==> config.mk <==
export PLATFORM = sky130hd
export DESIGN_NAME = eqc_scale
export DESIGN_NICKNAME = d
export VERILOG_FILES = /design/src/design/eqc_pkg.sv /design/src/design/eqc_scale.sv
export SDC_FILE = /design/constraint.sdc
export NUM_CORES = 1
export LEC_CHECK = 0
export BUFFER_PORTS_ARGS = -buffer_cell sky130_fd_sc_hd__buf_2
export CELL_PAD_IN_SITES_DETAIL_PLACEMENT = 0
export CELL_PAD_IN_SITES_GLOBAL_PLACEMENT = 1
export CORE_ASPECT_RATIO = 1.1
export CORE_MARGIN = 1.5
export CORE_UTILIZATION = 50
export CTS_BUF_LIST = sky130_fd_sc_hd__clkbuf_16
export DETAILED_ROUTE_END_ITERATION = 16
export PLACE_DENSITY_LB_ADDON = 0.1
export SYNTH_ARGS = -nofsm -noshare
export SYNTH_HDL_FRONTEND = slang
export SYNTH_SLANG_ARGS = --single-unit
==> constraint.sdc <==
create_clock -name clk -period 15.05 [get_ports clk]
set_input_delay 0.7525 -clock clk [delete_from_list [all_inputs] [get_ports clk]]
set_output_delay 0.7525 -clock clk [all_outputs]
set_load 0.03 [all_outputs]
==> src/design/eqc_pkg.sv <==
// Shared types, constants and helpers for the stereo biquad cascade equalizer.
// Used by eqc_band_engine, eqc_scale and stereo_biquad_cascade_eq.
`default_nettype none

package eqc_pkg;

	localparam int BAND_COUNT     = 16;
	localparam int BAND_W         = 4;
	localparam int SAMPLE_BITS    = 16;
	localparam int COEF_FRAC_BITS = 24;
	localparam int COEF_W         = 28;
	localparam int HIST_W         = 32;
	localparam int HIST_FRAC      = 26;
	localparam int IN_SHIFT       = HIST_FRAC - (SAMPLE_BITS - 1);
	localparam int COEF_SELS      = 5;
	localparam int COEF_DEPTH     = BAND_COUNT * COEF_SELS;
	localparam int COEF_AW        = $clog2(COEF_DEPTH);
	localparam int HIST_DEPTH     = BAND_COUNT * 8;
	localparam int HIST_AW        = $clog2(HIST_DEPTH);
	localparam int PROD_W         = COEF_W + HIST_W;
	localparam int ACC_W          = 64;
	localparam int VOL_W          = 8;
	localparam int MAG_W          = HIST_FRAC + 1;
	localparam int QUOT_W         = SAMPLE_BITS;
	localparam int QBIT_W         = $clog2(QUOT_W);
	localparam int DIV_W          = MAG_W + VOL_W + 2;
	localparam int CFG_IDX_W      = 2;

	localparam logic [1:0] FUNC_FRAME = 2'd0;
	localparam logic [1:0] FUNC_COEF  = 2'd1;
	localparam logic [1:0] FUNC_CLEAR = 2'd2;

	localparam logic [CFG_IDX_W-1:0] CFG_EQ_ENABLE  = 2'd0;
	localparam logic [CFG_IDX_W-1:0] CFG_VOL_STEP   = 2'd1;
	localparam logic [CFG_IDX_W-1:0] CFG_VOL_MAX    = 2'd2;

	localparam logic [2:0] SEL_B0 = 3'd0;
	localparam logic [2:0] SEL_B1 = 3'd1;
	localparam logic [2:0] SEL_B2 = 3'd2;
	localparam logic [2:0] SEL_A1 = 3'd3;
	localparam logic [2:0] SEL_A2 = 3'd4;

	// Engine phases: reads issue in phases 0..4, history writes in 3, 4, 5 and 7.
	localparam logic [2:0] PH_FIRST_DATA = 3'd1;
	localparam logic [2:0] PH_ACC_FIRST  = 3'd2;
	localparam logic [2:0] PH_X1_SEEN    = 3'd2;
	localparam logic [2:0] PH_X2_WR      = 3'd3;
	localparam logic [2:0] PH_X1_WR      = 3'd4;
	localparam logic [2:0] PH_Y1_SEEN    = 3'd4;
	localparam logic [2:0] PH_Y2_WR      = 3'd5;
	localparam logic [2:0] PH_ACC_LAST   = 3'd6;
	localparam logic [2:0] PH_LAST       = 3'd7;

	localparam logic [1:0] SLOT_X1 = 2'd0;
	localparam logic [1:0] SLOT_X2 = 2'd1;
	localparam logic [1:0] SLOT_Y1 = 2'd2;
	localparam logic [1:0] SLOT_Y2 = 2'd3;

	localparam logic signed [COEF_W-1:0] COEF_ONE =
		{{(COEF_W-COEF_FRAC_BITS-1){1'b0}}, 1'b1, {COEF_FRAC_BITS{1'b0}}};

	typedef enum logic [2:0] {
		ST_IDLE,
		ST_SCAN,
		ST_KICK,
		ST_RUN,
		ST_SC_KICK,
		ST_SC_RUN,
		ST_EMIT
	} eq_state_t;

	typedef enum logic [1:0] {
		SS_IDLE,
		SS_LOAD,
		SS_DIV,
		SS_DONE
	} scale_state_t;

	typedef struct packed {
		logic                     en;
		logic [BAND_W-1:0]        band;
		logic [2:0]               sel;
		logic signed [COEF_W-1:0] value;
	} coef_wr_t;

	typedef struct packed {
		logic                     start;
		logic [BAND_W-1:0]        band;
		logic                     ch;
		logic signed [HIST_W-1:0] x;
	} eng_req_t;

	typedef struct packed {
		logic                     busy;
		logic                     done;
		logic signed [HIST_W-1:0] y;
	} eng_rsp_t;

	typedef struct packed {
		logic                     start;
		logic signed [HIST_W-1:0] y;
		logic [VOL_W-1:0]         step;
		logic [VOL_W-1:0]         den;
	} scl_req_t;

	function automatic logic signed [COEF_W-1:0] coef_ident(input logic [2:0] sel);
		return (sel == SEL_B0) ? COEF_ONE : '0;
	endfunction

endpackage

`default_nettype wire

==> src/design/eqc_scale.sv <==
// Output stage: clip to +-1.0, volume scaling and rounding by a bit-serial divider.
// Depends on eqc_pkg.
`default_nettype none

module eqc_scale import eqc_pkg::*; (
	input  wire logic                     clk,
	input  wire logic                     arst_n,
	input  wire scl_req_t                 req,
	output logic                          done,
	output logic signed [SAMPLE_BITS-1:0] q
);

	localparam logic signed [HIST_W-1:0] ONE_POS = HIST_W'(1) <<< HIST_FRAC;
	localparam logic signed [HIST_W-1:0] ONE_NEG = -(HIST_W'(1) <<< HIST_FRAC);

	scale_state_t          state_q;
	scale_state_t          state_d;
	logic [MAG_W-1:0]      mag_q;
	logic                  neg_q;
	logic [VOL_W-1:0]      step_q;
	logic [VOL_W-1:0]      den_q;
	logic [DIV_W-1:0]      rem_q;
	logic [DIV_W-1:0]      dsh_q;
	logic [QUOT_W-1:0]     quot_q;
	logic [QBIT_W-1:0]     bit_q;

	logic signed [HIST_W-1:0] y_clip;
	logic [HIST_W-1:0]        y_abs;
	logic                     unity;
	logic                     ge;

	always_comb begin
		if (req.y > ONE_POS) begin
			y_clip = ONE_POS;
		end else if (req.y < ONE_NEG) begin
			y_clip = ONE_NEG;
		end else begin
			y_clip = req.y;
		end
		y_abs = y_clip[HIST_W-1] ? HIST_W'(-y_clip) : HIST_W'(y_clip);
		unity = (req.den == '0) || (req.step >= req.den);
	end

	assign ge = (rem_q >= dsh_q);

	always_comb begin
		state_d = state_q;
		case (state_q)
			SS_IDLE: if (req.start) state_d = SS_LOAD;
			SS_LOAD: state_d = SS_DIV;
			SS_DIV:  if (bit_q == '0) state_d = SS_DONE;
			SS_DONE: state_d = SS_IDLE;
			default: state_d = SS_IDLE;
		endcase
	end

	always_comb begin
		done = (state_q == SS_DONE);
		if (neg_q) begin
			q = QUOT_W'(0) - quot_q;
		end else if (quot_q[QUOT_W-1]) begin
			q = {1'b0, {(QUOT_W-1){1'b1}}};
		end else begin
			q = quot_q;
		end
	end

	always_ff @(posedge clk or negedge arst_n) begin
		if (!arst_n) begin
			state_q <= SS_IDLE;
		end else begin
			state_q <= state_d;
		end
	end

	always_ff @(posedge clk) begin
		case (state_q)
			SS_IDLE: begin
				mag_q  <= y_abs[MAG_W-1:0];
				neg_q  <= y_clip[HIST_W-1];
				step_q <= unity ? VOL_W'(1) : req.step;
				den_q  <= unity ? VOL_W'(1) : req.den;
			end
			SS_LOAD: begin
				rem_q  <= ((DIV_W'(mag_q) * DIV_W'(step_q)) << 1) + (DIV_W'(den_q) << IN_SHIFT);
				dsh_q  <= DIV_W'(den_q) << (IN_SHIFT + QUOT_W);
				quot_q <= '0;
				bit_q  <= QBIT_W'(QUOT_W - 1);
			end
			SS_DIV: begin
				if (ge) begin
					rem_q <= rem_q - dsh_q;
				end
				dsh_q  <= dsh_q >> 1;
				quot_q <= {quot_q[QUOT_W-2:0], ge};
				bit_q  <= bit_q - QBIT_W'(1);
			end
			default: begin
				bit_q <= bit_q;
			end
		endcase
	end

endmodule

`default_nettype wire

=== Yosys cells after proc, flatten, opt, wreduce, memory -nomap -nowiden ===
Index checks and enable logic that the tools add are counted.

* Flip-flop bits (word level): 140
* Bits of input ports: 51
* Logic and storage cells: 45

* $add $sub $neg: 5
* Multiply operators: 1
* Order comparisons: 4
* Equal/unequal tests: 6
* Mux-type cells: 13
* Reductions and logical operators: 7

{| class="wikitable"
|+ Operators by type and width
! kind !! count
|-
| one-hot mux 37 bit (2 select lines) || 2
|-
| 2-to-1 mux 32 bit || 2
|-
| adder 36 x 19 -> 37 bit || 1
|-
| >= comparator 37 bit || 1
|-
| 2-to-1 mux 37 bit || 1
|-
| subtractor 37 bit || 1
|-
| multiplier 27 x 8 -> 35 bit || 1
|-
| > comparator 32 x 28 -> 1 bit (second input constant) || 1
|-
| < comparator 32 x 27 -> 1 bit (second input constant) || 1
|-
| one-hot mux 16 bit (2 select lines) || 1
|-
| 2-to-1 mux 27 bit || 1
|-
| negation 27 bit || 1
|-
| 2-to-1 mux 16 bit || 1
|-
| subtractor 1 x 16 -> 16 bit (first input constant) || 1
|-
| 2-to-1 mux 15 bit || 1
|-
| >= comparator 8 bit || 1
|-
| zero test 8 bit || 1
|-
| one-hot mux 2 bit (4 select lines) || 1
|-
| one-hot mux 4 bit (2 select lines) || 1
|-
| != test 2 bit (second input constant) || 3
|-
| == test 2 bit (second input constant) || 2
|-
| zero test 4 bit || 1
|-
| 2-to-1 mux 2 bit || 2
|-
| AND reduction 2 bit || 2
|-
| 5 further kinds || 5
|}

=== Logic depth before layout (Yosys ltp) ===
* Word-level depth: 5
* Mapped depth: 28

=== Worst setup path before layout ===
OpenSTA, ideal clock, no wires.

* Path kind: reg2reg
* Start: reg step_q[7]
* End: reg rem_q[33], data pin
* Library setup time: 0.265 ns
* Data arrival time: 6.310 ns
* Required time: 14.785 ns
* Path slack: 8.475 ns
* Stages on the path, launching flop included: 26
* Buffers on the path: 1
* Clock period less this slack: 6.575 ns
* Cell sequence: edfxtp_1 -> clkbuf_1 -> and2_1 -> fa_1 -> fa_1 -> fa_1 -> inv_1 -> fa_1 -> inv_1 -> ha_1 -> or2_2 -> a21oi_1 -> a21oi_1 -> xor2_1 -> ha_1 -> fa_1 -> a21o_1 -> a21oi_1 -> nor2b_1 -> o21a_1 -> o41ai_1 -> nor2_1 -> nand4_1 -> nor3_1 -> xor2_1 -> o21ai_1

* Longest elaborated chain between the ends: 3

{| class="wikitable"
|+ Ends and longest elaborated chain
! element !! line !! RTL
|-
| from (decl) || eqc_scale.sv:20 || <nowiki>logic [VOL_W-1:0] step_q;</nowiki>
|-
| from (signal assigned) || eqc_scale.sv:81 || <nowiki>step_q <= unity ? VOL_W'(1) : req.step;</nowiki>
|-
| multiplier 27 x 8 -> 35 bit || eqc_scale.sv:85 || <nowiki>rem_q <= ((DIV_W'(mag_q) * DIV_W'(step_q)) << 1) + (DIV_W'(den_q) << IN_SHIFT);</nowiki>
|-
| adder 36 x 19 -> 37 bit || eqc_scale.sv:85 ||
|-
| one-hot mux 37 bit (2 select lines) || eqc_scale.sv:77 || <nowiki>case (state_q)</nowiki>
|-
| to (signal assigned) || eqc_scale.sv:85 ||
|-
| to (signal assigned) || eqc_scale.sv:92 || <nowiki>rem_q <= rem_q - dsh_q;</nowiki>
|-
| to (decl) || eqc_scale.sv:22 || <nowiki>logic [DIV_W-1:0] rem_q;</nowiki>
|}

No other way between the ends.
A chain may end at the register's enable or synchronous reset.

=== Worst setup path after layout ===
Same ends and word-level chain as after synthesis.

==> flow_summary.json <==
{
  "cpPeakStageDelay_ps": 890,
  "syn_area_um2": 16400,
  "grt_pass1_vias": 12700,
  "min_period_over_period": 0.504,
  "yosysSeqAreaShare": 0.252,
  "vias": 12600,
  "ys.flop_type": "edfxtp_1",
  "min_path_type": "input port to async pin",
  "synth_nets": 2109,
  "wirelength_um": 40400,
  "cts.clk_slew.worst_paths_ps": 70,
  "die_w_um": 176,
  "fmax_ghz": 0.132,
  "gp_congestion": 0.886,
  "synthArstFlopShare": 0.0145,
  "nNetsFinal": 2145,
  "wire_per_inst_um": 17.8,
  "cts-resized-gates": 0,
  "slew_headroom": 0.285,
  "grt_pass1_wl_um": 66000,
  "hold_buffers": 0,
  "required_ps": 15220,
  "dieArea_um2": 33900,
  "crit_slowest_cell": "edfxtp_1",
  "cpMostUsedCell": "fa_1",
  "clock_path_buffers": 2,
  "drive_gt1_frac": 0.0843,
  "drt-initial-drc-count": 771,
  "clk_latency_ps": 440,
  "cts_htree_levels": 4,
  "critPathBufInv": 3,
  "grt.total_usage": 0.249,
  "grt_max_degree": 54,
  "arrival_ps": 7750,
  "syn_area_per_cell_um2": 9.17,
  "cts_tree": "built",
  "netlist_instances": 1790,
  "coreArea_um2": 32300,
  "outcome": "finished clean",
  "hold-worst-slack_ps": 93.1,
  "path_class": "register to register",
  "rsz0062_at_grt": "false",
  "setup_violations": 0,
  "die_y_um": 193,
  "root_buffer": "clkbuf_16",
  "port_buffers": 67,
  "skew_ps": 11.6,
  "hpwl_um": 31400,
  "hold_viol_final": 0,
  "postCtsSetupRepairBufs": 0,
  "cts_made_buffers": 17,
  "io_pins": 68,
  "slew_viol_final": 0,
  "yosys_warnings": 0,
  "drc": 0,
  "final_cell_mix": "237 x inv_1, 200 x and2_1, 152 x fa_1",
  "ys_ff_latch": 138,
  "final_common_cell": "inv_1",
  "overflow": 0,
  "drt_pre_antenna_iters": 5,
  "n_antenna_cell": 0,
  "drtAntennaViolNets": 0,
  "ys_types": 85,
  "cpLargestDelayFamily": "adder cells",
  "vias_per_cell": 5.57,
  "min_period_ps": 7590,
  "end_kind": "register",
  "clock_sinks": 138,
  "worstPathMaxFanout": 27,
  "worstSetupStartpointType": "register",
  "tightestPinTransition_ps": 1070,
  "syn_to_final_growth_pct": 7.93,
  "synth_edf_count": 136,
  "num_rows": 69,
  "initial_core_util": 0.508,
  "cap_violations": 0,
  "antenna_found_initial": 0,
  "fin_tns_setup_ps": 0
}
[cell type report]
| class | count | area (um^2) |
|---|---|---|
| multi-input cells | 1358 | 11200 |
| inverters | 236 | 886 |
| flip-flops and latches | 138 | 4130 |
| clock inverters | 15 | 166 |
| repair buffers | 75 | 395 |
| clock buffers | 17 | 425 |
| well taps | 426 | 533 |
| fillers | 3055 | 14600 |
[cells in the mapped netlist, drive strengths merged, types with 13 or more instances]
cell / n / area, um^2
nand2b: 14 / 87.6
a21oi: 99 / 499
fa: 152 / 3040
nor4: 19 / 170
a31oi: 14 / 87.6
o21ai: 70 / 350
inv: 236 / 886
xnor2: 61 / 534
nand2: 133 / 502
buf: 19 / 88.8
nor3: 31 / 165
clkbuf: 39 / 146
nand3: 30 / 163
and2: 202 / 1260
nor2: 135 / 514
a21o: 47 / 353
ha: 116 / 1450
or3: 13 / 81.3
edfxtp: 136 / 4080
mux2: 13 / 146
xor2: 33 / 289
a211oi: 17 / 133
[state kept, by name, indices dropped and copies added (netlist names)]
register  cells
state_q       2
neg_q         1
step_q        8
bit_q         4
rem_q        37
mag_q        27
quot_q       16
dsh_q        35
den_q         8
[stage by stage]
step                cells   util  setup slack [ps]  area (um^2)
floorplan            1790      -              8470        16400
global placement     2233  0.530              7620        17100
detailed placement   2233  0.530              7500        17100
CTS                  2265  0.548              7460        17700
global route         2265  0.548              6820        17700
finish               2265  0.548              7460        17700
[layer usage]
metal / vias to the layer above / share of wire / GRT usage
met4: 0 / 0.030 / 0.0917
met3: 66 / 0.030 / 0.0278
met5: - / 0 / 0
li1: 6120 / - / -
met1: 6190 / 0.45 / 0.320
met2: 251 / 0.49 / 0.433
[kinds of logic (layout without fill, tap and decap cells)]
logic type | after synthesis | in the layout | share of synthesized area
compound gates | 334 | 334 | 0.133
flops | 138 | 138 | 0.252
buf+inv | 294 | 343 | 0.0683
simple gates | 641 | 641 | 0.209
fa+ha+maj | 268 | 268 | 0.274
xor+xnor | 94 | 94 | 0.0502
mux | 21 | 21 | 0.0138
[worst paths after layout]
path	startpoint	to	slack (ps)	cells past startpoint
worst max-delay path	step_q[7]	rem_q[33]	7460	25
worst min-delay path	arst_n	state_q[0]	90	1
worst max register to register	step_q[7]	rem_q[33]	7460	25
worst min register to register	dsh_q[27]	dsh_q[26]	550	2
max in group asynchronous	arst_n	state_q[1]	14860	1
min in group clk	dsh_q[27]	dsh_q[26]	550	2
Power is not shown: default switching activity piles up to over one toggle a cycle in this logic, so the estimate is an artifact.
